### src/hdl/tgr_pkg.sv
`timescale 1ns / 1ps
`default_nettype none
// ----------------------------------------------------------------------------
// Touch gesture recognizer package
// Event codes, gesture codes, register indexes and fixed widths.
// ----------------------------------------------------------------------------
package tgr_pkg;

  localparam int SWIPE_W = 13;
  localparam int TICKS_W = 16;
  localparam int OP_W    = 2;
  localparam int GEST_W  = 3;
  localparam int CFG_AW  = 5;
  localparam int CFG_DW  = 32;

  typedef enum logic [OP_W-1:0] {
    OP_X_UPDATE = 2'd0,
    OP_Y_UPDATE = 2'd1,
    OP_LEVEL    = 2'd2,
    OP_TICK     = 2'd3
  } op_t;

  typedef enum logic [GEST_W-1:0] {
    GEST_TAP        = 3'd0,
    GEST_DOUBLE_TAP = 3'd1,
    GEST_LONG_PRESS = 3'd2,
    GEST_UP         = 3'd3,
    GEST_DOWN       = 3'd4,
    GEST_LEFT       = 3'd5,
    GEST_RIGHT      = 3'd6
  } gesture_t;

  typedef enum logic [2:0] {
    REG_SWIPE_THRESHOLD  = 3'd0,
    REG_LONG_PRESS_TICKS = 3'd1,
    REG_DOUBLE_TAP_TICKS = 3'd2,
    REG_SWAP_AXES        = 3'd3,
    REG_FLIP_X           = 3'd4,
    REG_FLIP_Y           = 3'd5
  } reg_idx_t;

endpackage
`default_nettype wire

### src/hdl/touch_gesture_recognizer.sv
`timescale 1ns / 1ps
`default_nettype none
// ----------------------------------------------------------------------------
// Touch gesture recognizer
// Classifies tap, double tap, long press and four-way swipes from touch events.
// ----------------------------------------------------------------------------
// The block takes one event beat per clock unless the output stalls. A beat is
// held in an input register and is processed once the output register is free
// or being emptied; the gesture it yields is then written to the output register.
// The input register lets one event be taken while a finished gesture still
// waits downstream. Tick events advance the hold timer and the single-tap
// window, so all timing is in ticks, not clock cycles.
module touch_gesture_recognizer #(
  parameter int COORD_BITS = 12,
  parameter int TIME_BITS  = 16
) (
  input  wire logic                                 clk,
  input  wire logic                                 rst_n,
  input  wire logic                                 in_tvalid,
  output logic                                      in_tready,
  // value [COORD_BITS-1:0], wake_only [COORD_BITS], zero padding above.
  input  wire logic [((COORD_BITS + 8) / 8) * 8-1:0] in_tdata,
  // op [1:0].
  input  wire logic [tgr_pkg::OP_W-1:0]             in_tuser,
  output logic                                      out_tvalid,
  input  wire logic                                 out_tready,
  // gesture [2:0], zero padding above.
  output logic [7:0]                                out_tdata,
  input  wire logic                                 cfg_psel,
  input  wire logic                                 cfg_penable,
  input  wire logic                                 cfg_pwrite,
  input  wire logic [tgr_pkg::CFG_AW-1:0]           cfg_paddr,
  input  wire logic [tgr_pkg::CFG_DW-1:0]           cfg_pwdata,
  output logic [tgr_pkg::CFG_DW-1:0]                cfg_prdata,
  output logic                                      cfg_pready
);

  localparam int CW     = COORD_BITS + 1;
  localparam int DW     = COORD_BITS + 2;
  localparam int CMP_W  = (DW > tgr_pkg::SWIPE_W) ? DW : tgr_pkg::SWIPE_W;
  localparam int HC_W   = (TIME_BITS > tgr_pkg::TICKS_W) ? TIME_BITS : tgr_pkg::TICKS_W;
  localparam logic [TIME_BITS-1:0] TIME_MAX = {TIME_BITS{1'b1}};

  // Configuration registers.
  logic [tgr_pkg::SWIPE_W-1:0] swipe_thr_r;
  logic [tgr_pkg::TICKS_W-1:0] long_press_r;
  logic [tgr_pkg::TICKS_W-1:0] double_tap_r;
  logic                        swap_axes_r;
  logic                        flip_x_r;
  logic                        flip_y_r;
  logic                        cfg_wr;
  tgr_pkg::reg_idx_t           cfg_idx;

  assign cfg_pready = 1'b1;
  assign cfg_wr     = cfg_psel & cfg_penable & cfg_pwrite & cfg_pready;
  assign cfg_idx    = tgr_pkg::reg_idx_t'(cfg_paddr[4:2]);

  always_ff @(posedge clk) begin
    if (!rst_n) begin
      swipe_thr_r  <= tgr_pkg::SWIPE_W'(50);
      long_press_r <= tgr_pkg::TICKS_W'(500);
      double_tap_r <= tgr_pkg::TICKS_W'(300);
      swap_axes_r  <= 1'b0;
      flip_x_r     <= 1'b0;
      flip_y_r     <= 1'b0;
    end else if (cfg_wr) begin
      unique case (cfg_idx)
        tgr_pkg::REG_SWIPE_THRESHOLD:  swipe_thr_r  <= cfg_pwdata[tgr_pkg::SWIPE_W-1:0];
        tgr_pkg::REG_LONG_PRESS_TICKS: long_press_r <= cfg_pwdata[tgr_pkg::TICKS_W-1:0];
        tgr_pkg::REG_DOUBLE_TAP_TICKS: double_tap_r <= cfg_pwdata[tgr_pkg::TICKS_W-1:0];
        tgr_pkg::REG_SWAP_AXES:        swap_axes_r  <= cfg_pwdata[0];
        tgr_pkg::REG_FLIP_X:           flip_x_r     <= cfg_pwdata[0];
        tgr_pkg::REG_FLIP_Y:           flip_y_r     <= cfg_pwdata[0];
        default: ;
      endcase
    end
  end

  always_comb begin
    unique case (cfg_idx)
      tgr_pkg::REG_SWIPE_THRESHOLD:  cfg_prdata = tgr_pkg::CFG_DW'(swipe_thr_r);
      tgr_pkg::REG_LONG_PRESS_TICKS: cfg_prdata = tgr_pkg::CFG_DW'(long_press_r);
      tgr_pkg::REG_DOUBLE_TAP_TICKS: cfg_prdata = tgr_pkg::CFG_DW'(double_tap_r);
      tgr_pkg::REG_SWAP_AXES:        cfg_prdata = tgr_pkg::CFG_DW'(swap_axes_r);
      tgr_pkg::REG_FLIP_X:           cfg_prdata = tgr_pkg::CFG_DW'(flip_x_r);
      tgr_pkg::REG_FLIP_Y:           cfg_prdata = tgr_pkg::CFG_DW'(flip_y_r);
      default:                       cfg_prdata = '0;
    endcase
  end

  // Input register.
  logic                  in_valid_r;
  tgr_pkg::op_t          in_op_r;
  logic [COORD_BITS-1:0] in_value_r;
  logic                  in_wake_r;
  logic                  advance;

  assign advance   = in_valid_r & (~out_tvalid | out_tready);
  assign in_tready = ~in_valid_r | advance;

  always_ff @(posedge clk) begin
    if (!rst_n) begin
      in_valid_r <= 1'b0;
    end else if (in_tready) begin
      in_valid_r <= in_tvalid;
    end
  end

  always_ff @(posedge clk) begin
    if (in_tready && in_tvalid) begin
      in_op_r    <= tgr_pkg::op_t'(in_tuser);
      in_value_r <= in_tdata[COORD_BITS-1:0];
      in_wake_r  <= in_tdata[COORD_BITS];
    end
  end

  // Gesture state.
  logic [COORD_BITS-1:0] raw_x_r, raw_x_nxt;
  logic [COORD_BITS-1:0] raw_y_r, raw_y_nxt;
  logic signed [CW-1:0]  start_x_r, start_x_nxt;
  logic signed [CW-1:0]  start_y_r, start_y_nxt;
  logic signed [CW-1:0]  last_x_r, last_x_nxt;
  logic signed [CW-1:0]  last_y_r, last_y_nxt;
  logic [TIME_BITS-1:0]  hold_r, hold_nxt;
  logic                  touching_r, touching_nxt;
  logic                  swallow_r, swallow_nxt;
  logic                  pending_r, pending_nxt;
  logic [TIME_BITS-1:0]  countdown_r, countdown_nxt;

  logic signed [CW-1:0]  proj_a;
  logic signed [CW-1:0]  proj_b;
  logic signed [CW-1:0]  proj_x;
  logic signed [CW-1:0]  proj_y;
  logic signed [DW-1:0]  dx;
  logic signed [DW-1:0]  dy;
  logic [DW-1:0]         ax;
  logic [DW-1:0]         ay;
  logic                  is_swipe;
  logic                  is_long;
  logic [HC_W-1:0]       dt_ext;
  logic [TIME_BITS-1:0]  dt_load;
  logic                  level_down;
  logic                  res_valid;
  tgr_pkg::gesture_t     res_gesture;

  always_comb begin
    proj_a = swap_axes_r ? CW'(raw_y_r) : CW'(raw_x_r);
    proj_b = swap_axes_r ? CW'(raw_x_r) : CW'(raw_y_r);
    proj_x = flip_x_r ? -proj_a : proj_a;
    proj_y = flip_y_r ? -proj_b : proj_b;

    dx = DW'(last_x_r) - DW'(start_x_r);
    dy = DW'(last_y_r) - DW'(start_y_r);
    ax = dx[DW-1] ? DW'(-dx) : DW'(dx);
    ay = dy[DW-1] ? DW'(-dy) : DW'(dy);

    is_swipe = (CMP_W'(ax) >= CMP_W'(swipe_thr_r)) || (CMP_W'(ay) >= CMP_W'(swipe_thr_r));
    is_long  = HC_W'(hold_r) >= HC_W'(long_press_r);
    dt_ext   = HC_W'(double_tap_r);
    dt_load  = (dt_ext > HC_W'(TIME_MAX)) ? TIME_MAX : dt_ext[TIME_BITS-1:0];
    level_down = |in_value_r;
  end

  always_comb begin
    raw_x_nxt     = raw_x_r;
    raw_y_nxt     = raw_y_r;
    start_x_nxt   = start_x_r;
    start_y_nxt   = start_y_r;
    last_x_nxt    = last_x_r;
    last_y_nxt    = last_y_r;
    hold_nxt      = hold_r;
    touching_nxt  = touching_r;
    swallow_nxt   = swallow_r;
    pending_nxt   = pending_r;
    countdown_nxt = countdown_r;
    res_valid     = 1'b0;
    res_gesture   = tgr_pkg::GEST_TAP;

    if (advance) begin
      case (in_op_r)
        tgr_pkg::OP_X_UPDATE: raw_x_nxt = in_value_r;
        tgr_pkg::OP_Y_UPDATE: raw_y_nxt = in_value_r;
        tgr_pkg::OP_LEVEL: begin
          if (level_down && !touching_r) begin
            touching_nxt = 1'b1;
            hold_nxt     = '0;
            start_x_nxt  = proj_x;
            start_y_nxt  = proj_y;
            last_x_nxt   = proj_x;
            last_y_nxt   = proj_y;
            swallow_nxt  = in_wake_r;
          end else if (level_down) begin
            last_x_nxt = proj_x;
            last_y_nxt = proj_y;
          end else if (touching_r) begin
            touching_nxt = 1'b0;
            if (!swallow_r) begin
              if (is_swipe || is_long || pending_r) begin
                pending_nxt   = 1'b0;
                countdown_nxt = '0;
                res_valid     = 1'b1;
                if (is_swipe) begin
                  if (ax > ay) begin
                    res_gesture = dx > 0 ? tgr_pkg::GEST_RIGHT : tgr_pkg::GEST_LEFT;
                  end else begin
                    res_gesture = dy > 0 ? tgr_pkg::GEST_DOWN : tgr_pkg::GEST_UP;
                  end
                end else if (is_long) begin
                  res_gesture = tgr_pkg::GEST_LONG_PRESS;
                end else begin
                  res_gesture = tgr_pkg::GEST_DOUBLE_TAP;
                end
              end else begin
                pending_nxt   = 1'b1;
                countdown_nxt = dt_load;
              end
            end
          end
        end
        tgr_pkg::OP_TICK: begin
          if (touching_r && hold_r != TIME_MAX) begin
            hold_nxt = hold_r + TIME_BITS'(1);
          end
          if (pending_r) begin
            if (countdown_r <= TIME_BITS'(1)) begin
              pending_nxt   = 1'b0;
              countdown_nxt = '0;
              res_valid     = 1'b1;
              res_gesture   = tgr_pkg::GEST_TAP;
            end else begin
              countdown_nxt = countdown_r - TIME_BITS'(1);
            end
          end
        end
        default: ;
      endcase
    end
  end

  always_ff @(posedge clk) begin
    if (!rst_n) begin
      raw_x_r     <= '0;
      raw_y_r     <= '0;
      start_x_r   <= '0;
      start_y_r   <= '0;
      last_x_r    <= '0;
      last_y_r    <= '0;
      hold_r      <= '0;
      touching_r  <= 1'b0;
      swallow_r   <= 1'b0;
      pending_r   <= 1'b0;
      countdown_r <= '0;
    end else begin
      raw_x_r     <= raw_x_nxt;
      raw_y_r     <= raw_y_nxt;
      start_x_r   <= start_x_nxt;
      start_y_r   <= start_y_nxt;
      last_x_r    <= last_x_nxt;
      last_y_r    <= last_y_nxt;
      hold_r      <= hold_nxt;
      touching_r  <= touching_nxt;
      swallow_r   <= swallow_nxt;
      pending_r   <= pending_nxt;
      countdown_r <= countdown_nxt;
    end
  end

  // Output register.
  logic              out_valid_r;
  tgr_pkg::gesture_t out_gesture_r;

  always_ff @(posedge clk) begin
    if (!rst_n) begin
      out_valid_r <= 1'b0;
    end else if (advance) begin
      out_valid_r <= res_valid;
    end else if (out_tready) begin
      out_valid_r <= 1'b0;
    end
  end

  always_ff @(posedge clk) begin
    if (advance && res_valid) begin
      out_gesture_r <= res_gesture;
    end
  end

  assign out_tvalid = out_valid_r;
  assign out_tdata  = {{(8 - tgr_pkg::GEST_W){1'b0}}, out_gesture_r};

endmodule
`default_nettype wire
### config.mk
export PLATFORM = sky130hd
export DESIGN_NAME = touch_gesture_recognizer
export DESIGN_NICKNAME = d
export VERILOG_FILES = /design/src/hdl/tgr_pkg.sv /design/src/hdl/touch_gesture_recognizer.sv
export SDC_FILE = /design/constraint.sdc
export NUM_CORES = 1
export LEC_CHECK = 0
export BUFFER_PORTS_ARGS = -buffer_cell sky130_fd_sc_hd__buf_2
export CELL_PAD_IN_SITES_DETAIL_PLACEMENT = 2
export CELL_PAD_IN_SITES_GLOBAL_PLACEMENT = 2
export CORE_ASPECT_RATIO = 1.25
export CORE_MARGIN = 4
export CORE_UTILIZATION = 39
export DETAILED_ROUTE_END_ITERATION = 6
export PLACE_DENSITY_LB_ADDON = 0.15
export SETUP_SLACK_MARGIN = 0.15
export SYNTH_ARGS = -nofsm -noshare
export SYNTH_HDL_FRONTEND = slang
export SYNTH_SLANG_ARGS = --single-unit
### constraint.sdc
create_clock -name clk -period 11.1 [get_ports clk]
set_input_delay 1.11 -clock clk [delete_from_list [all_inputs] [get_ports clk]]
set_output_delay 1.11 -clock clk [all_outputs]
set_load 0.005 [all_outputs]
== After elaboration in Yosys (flattened, before gate mapping) ==
Index checks and enable logic that the tools add are counted.
Cells by class
  add/subtract/negate cells: 8
  $lt $le $gt $ge: 8
  equal/unequal tests: 17
  multiplexer cells: 49
  bitwise gates (word level): 11
  reductions and logical operators: 29
Operators with widths (number)
  two-way mux 16 bit: 10
  one-hot mux 16 bit (6 select lines): 1
  two-way mux 13 bit: 6
  one-hot mux 16 bit (2 select lines): 2
  greater-or-equal comparator 14 x 13 -> 1 bit: 2
  > comparator 14 x 1 -> 1 bit, second input constant: 2
  two-way mux 14 bit: 2
  negation 14 bit: 2
  subtractor 13 x 13 -> 14 bit: 2
  negation 12 -> 13 bit: 2
  two-way mux 12 bit: 2
  two-way mux 1 bit: 19
  OR reduction 18 bit: 1
  adder 16 x 1 -> 16 bit, second input constant: 1
  greater-or-equal comparator 16 bit: 1
  > comparator 16 bit, second input constant: 1
  <= comparator 16 x 1 -> 1 bit, second input constant: 1
  inequality test 16 bit, second input constant: 1
  AND reduction 2 bit: 8
  subtractor 16 x 1 -> 16 bit, second input constant: 1
  > comparator 14 bit: 1
  inequality test 2 bit, second input constant: 7
  OR reduction 12 bit: 1
  two-way mux 3 bit: 3
  21 further kinds: 43
Storage, ports and cells
  register bits after elaboration: 179
  output and inout port bits: 43
  word-level logic and storage cells: 145

== Logic depth before layout (Yosys ltp) ==
  depth in word-level cells: 15
  gate-level depth with buffers: 24

== Worst setup path before layout ==
Ideal clock, no wire load.
  kind: reg2reg
  from: register start_y_r[4]
  to: register out_gesture_r[0], enable pin
  library setup time: 360 ps
  data arrival time: 3956 ps
  setup slack: 6784 ps
  cell stages (with the launch flop): 19
  path buffers: 1
  period minus slack after synthesis: 4316 ps
  path through: dfxtp_1 > inv_1 > ha_1 > buf_2 > a21oi_1 > nand2_1 > or4_1 > nand4_2 > and4bb_1 > nor2b_1 > a21oi_1 > xor2_1 > ha_1 > o211ai_1 > a311o_1 > o211ai_1 > a41oi_2 > and2_4 > a311oi_1
Between the ends
  word-level cells in the longest chain between the ends: 15
Ends and longest elaborated chain
  start, declared: line touch_gesture_recognizer.sv:121  | logic signed [CW-1:0] start_y_r, start_y_nxt;
  start signal, assigned: line touch_gesture_recognizer.sv:257  | start_y_r <= start_y_nxt;
  subtractor 13 x 13 -> 14 bit (*): line touch_gesture_recognizer.sv:153  | dy = DW'(last_y_r) - DW'(start_y_r);
  negation 14 bit: line touch_gesture_recognizer.sv:155  | ay = dy[DW-1] ? DW'(-dy) : DW'(dy);
  two-way mux 14 bit (*): line touch_gesture_recognizer.sv:155
  greater-or-equal comparator 14 x 13 -> 1 bit (*): line touch_gesture_recognizer.sv:157  | is_swipe = (CMP_W'(ax) >= CMP_W'(swipe_thr_r)) || (CMP_W'(ay) >= CMP_W'(swipe_thr_r));
  logical OR 1 bit (*): line touch_gesture_recognizer.sv:157
  logical OR 1 bit (*) (2 in series): line touch_gesture_recognizer.sv:198  | if (is_swipe || is_long || pending_r) begin
  two-way mux 1 bit (*): line touch_gesture_recognizer.sv:198
  two-way mux 1 bit (*): line touch_gesture_recognizer.sv:197  | if (!swallow_r) begin
  two-way mux 1 bit (*): line touch_gesture_recognizer.sv:195  | end else if (touching_r) begin
  two-way mux 1 bit (*): line touch_gesture_recognizer.sv:192  | end else if (level_down) begin
  two-way mux 1 bit (*): line touch_gesture_recognizer.sv:184  | if (level_down && !touching_r) begin
  one-hot mux 1 bit (2 select lines) (*): line touch_gesture_recognizer.sv:180  | case (in_op_r)
  two-way mux 1 bit (*): line touch_gesture_recognizer.sv:179  | if (advance) begin
  logical AND 1 bit (*): line touch_gesture_recognizer.sv:283  | if (advance && res_valid) begin
  end signal, assigned: line touch_gesture_recognizer.sv:284  | out_gesture_r <= res_gesture;
  end, declared: line touch_gesture_recognizer.sv:270  | tgr_pkg::gesture_t out_gesture_r;
Mark *: on every way between the ends. The rest lies on a longest branch, timed or not.
A chain may end at the register's enable or synchronous reset.

== Worst setup path in the final report ==
  from: register start_y_r[1]
  to: register out_gesture_r[2], enable pin
The elaborated chain is that of the path after synthesis.

==> results.md <==
* Critical Path Fanout Max at 11
* Ys flop type: dfxtp_1
* Post-CTS Setup Inserts at 0
* Slew HR at 0.166
* RSZ-0062 raised after global routing: no
* Slew Limit Fails at 0
* Initial antenna violation count at 1
* Final setup fails at 0
* # diodes at 0
* Final #Nets at 1674
* Final hold vios at 0
* Largest net degree at the start of global routing at 76
* Vias post-DR at 10.7k
* Hold depth at 2
* Hold crit path type: reg -> reg
* Clk buf depth at 2
* First-pass GRT wire length at 64200 um
* Pre-antenna DRT Iters at 5
* WL final at 39700 um
* Core Region at 29500 um2
* Flops & latches, synth at 179
* Post-DP HPWL at 29200 um
* Core Rows at 70
* # IOs at 105
* Initial Utilization at 0.399
* Peak Freq at 185 MHz
* Post-cts resize count at 0
* Setup crit end kind: flip-flop
* Result of the run: completed
* Vias in the first global route at 11.7k
* Yosys warning count at 0
* Clock latency on the worst-skew pair at 460 ps
* Netlist cell types at 81
* CTS Hold Bufs at 0
* Die width at 163 um
* Initial DRC Count at 463
* GRT Util Overall at 0.243
* Post-route ant nets at 0
* RR Endpoint: out_gesture_r[2]
* EDFF count, synth at 18
* DR DRC count at 0
* Share of cells above drive strength 1 at 0.0821
* CP arrival at 5500 ps
* Root buffer cell: clkbuf_16
* GR Overflow Total at 0
* Power per cell area at 132 nW/um2
* Worst-margin pin slew at 1250 ps
* Most common cell after layout, fill and taps aside: nor2_1
* Worst EP required at 11200 ps
* Setup TNS Final at 0 ps
* Post-synthesis sequential area ratio at 0.319
* Routed wire per std cell at 20.5 um
* R2R Path Start: start_y_r[1]
* I/O Buffers at 61
* Syn Inst Count at 1505
* Worst Setup Start Kind: flip-flop
* Worst hold endpoint: swallow_r
* P_leak at 0.00525 uW
* GP Congestion at 0.848
* Filler cells at 3448
* H-Tree Depth at 4
* Avg Cell Area, Syn at 7.83 um2
* Worst vdd ir at 0.0774 mV
* Hold_sp: swallow_r
* R2r worst-path depth at 19
* Post-Syn Area at 11800 um2
* Layout area overhead at 9.60%
* Minimum clock period at 5400 ps
* Design Power at 1710 uW
* Synth async-reset ratio at 0
* FF-to-FF setup slack at 5700 ps
* Most frequent cells in the layout: 204 x nor2_1, 194 x nand2_1, 161 x dfxtp_1, 139 x a21oi_1, 89 x ha_1
* Period utilisation layout at 0.487
* Clk sinks at 179
* Post-DR vias/cell at 5.57
* Total CTS buffers at 17
* Die Span Y at 202 um
* Die area at 33100 um2
* Skew final at 18.5 ps
* CTS clk-pin slew, worst paths at 70 ps
* WS Path Type: reg -> reg
* Max-Cap Viols at 0
* CTS tree: built
[where the power goes]
group	switching (uW)	internal (uW)
clock network	285	376
logic	232	140
registers	12.1	664
[layout make-up]
class	instances	area, um2	area share
timing repair buffer	71	380	0.0294
tap	396	495	0.0384
clock buffer	22	475	0.0368
multi-input combinational	1172	7360	0.569
inverter	80	302	0.0233
clock inverter	10	145	0.0112
sequential	179	3760	0.291
[registers in the layout, indices dropped and copies added, names as in the netlist, 2 cells and up]
signal,count
countdown_r,16
double_tap_r,16
hold_r,16
in_op_r,2
in_value_r,12
last_x_r,13
last_y_r,13
long_press_r,16
out_gesture_r,3
raw_x_r,12
raw_y_r,12
start_x_r,13
start_y_r,13
swipe_thr_r,13
[metrics by stage]
step	util	cells	area (um2)	hold slack, ps	setup slack [ps]
detailed placement	0.417	1898	12300	449	5890
global route	0.438	1930	12900	481	5210
finish	0.438	1930	12900	457	5700
floorplan	-	1525	11900	431	6780
global placement	0.417	1898	12300	444	5940
CTS	0.438	1930	12900	459	5740
[critical path: stages, from the launching register on]
cell,delay [ps]
dfxtp_1,390
inv_1,70
ha_1,270
nor2b_1,220
o2111a_1,300
o21ba_2,190
o21ai_0,80
a21oi_1,250
nor2_1,70
a21oi_1,830
nor2_1,190
xnor2_1,200
ha_1,290
nor2b_1,130
o2111ai_1,120
a311o_1,360
o211ai_1,150
a41oi_2,160
and2_4,310
a311oi_1,470
[kinds of logic (layout without fill, tap and decap cells)]
logic type	after synthesis	after routing	share of synthesized area
other cells	2	22	0.000637
compound gates	319	319	0.170
simple gates	586	586	0.227
flops	179	179	0.319
xor+xnor	86	86	0.0639
fa+ha+maj	91	91	0.0979
mux	68	68	0.0582
buf+inv	174	183	0.0638
[worst max-delay path by stage]
stage,start,endpoint,slack (ps),depth (start not counted)
floorplan,start_y_r[4],out_gesture_r[0],6780,18
global placement,start_y_r[1],countdown_r[8],5940,21
detailed placement,start_y_r[1],out_gesture_r[0],5890,19
CTS,start_y_r[1],out_gesture_r[0],5740,19
global route,start_y_r[1],countdown_r[8],5210,21
finish,start_y_r[1],out_gesture_r[2],5700,19
[cell usage after synthesis (4+ instances only)]
cell | count | area (um2)
nor4_1 | 12 | 75.1
a211oi_1 | 14 | 105
nor3_1 | 21 | 105
xor2_1 | 39 | 342
o22ai_1 | 8 | 50.1
and3_1 | 9 | 56.3
o21ai_0 | 47 | 235
buf_1 | 6 | 22.5
buf_2 | 7 | 35.0
a21oi_1 | 139 | 696
or4_1 | 4 | 30.0
mux2i_1 | 64 | 641
and2_1 | 11 | 68.8
nor3b_1 | 4 | 30.0
nor2b_1 | 21 | 131
dfxtp_1 | 161 | 3220
o21ai_1 | 7 | 35.0
xnor2_1 | 47 | 412
or3_1 | 12 | 75.1
nand2_1 | 194 | 728
buf_4 | 22 | 165
edfxtp_1 | 18 | 541
o211ai_1 | 18 | 135
nand2b_1 | 9 | 56.3
o21a_1 | 10 | 75.1
a32oi_1 | 4 | 35.0
mux2_2 | 4 | 45.0
nand4_1 | 23 | 144
nand3b_1 | 4 | 30.0
a22oi_1 | 5 | 37.5
nor2_1 | 204 | 766
o31ai_1 | 5 | 37.5
clkbuf_1 | 58 | 218
or2_2 | 4 | 25.0
ha_1 | 89 | 1110
nand3_1 | 38 | 190
o31a_1 | 4 | 35.0
a21o_1 | 11 | 82.6
inv_1 | 80 | 300
a31oi_1 | 10 | 62.6
[metal layers]
metal,share of wire,up-vias,track usage
met4,0.019,0,0.0578
li1,-,5200,-
met1,0.44,5363,0.304
met3,0.029,43,0.0367
met5,0,-,0
met2,0.51,138,0.437
Note: power is estimated with default switching activity, not from simulation.
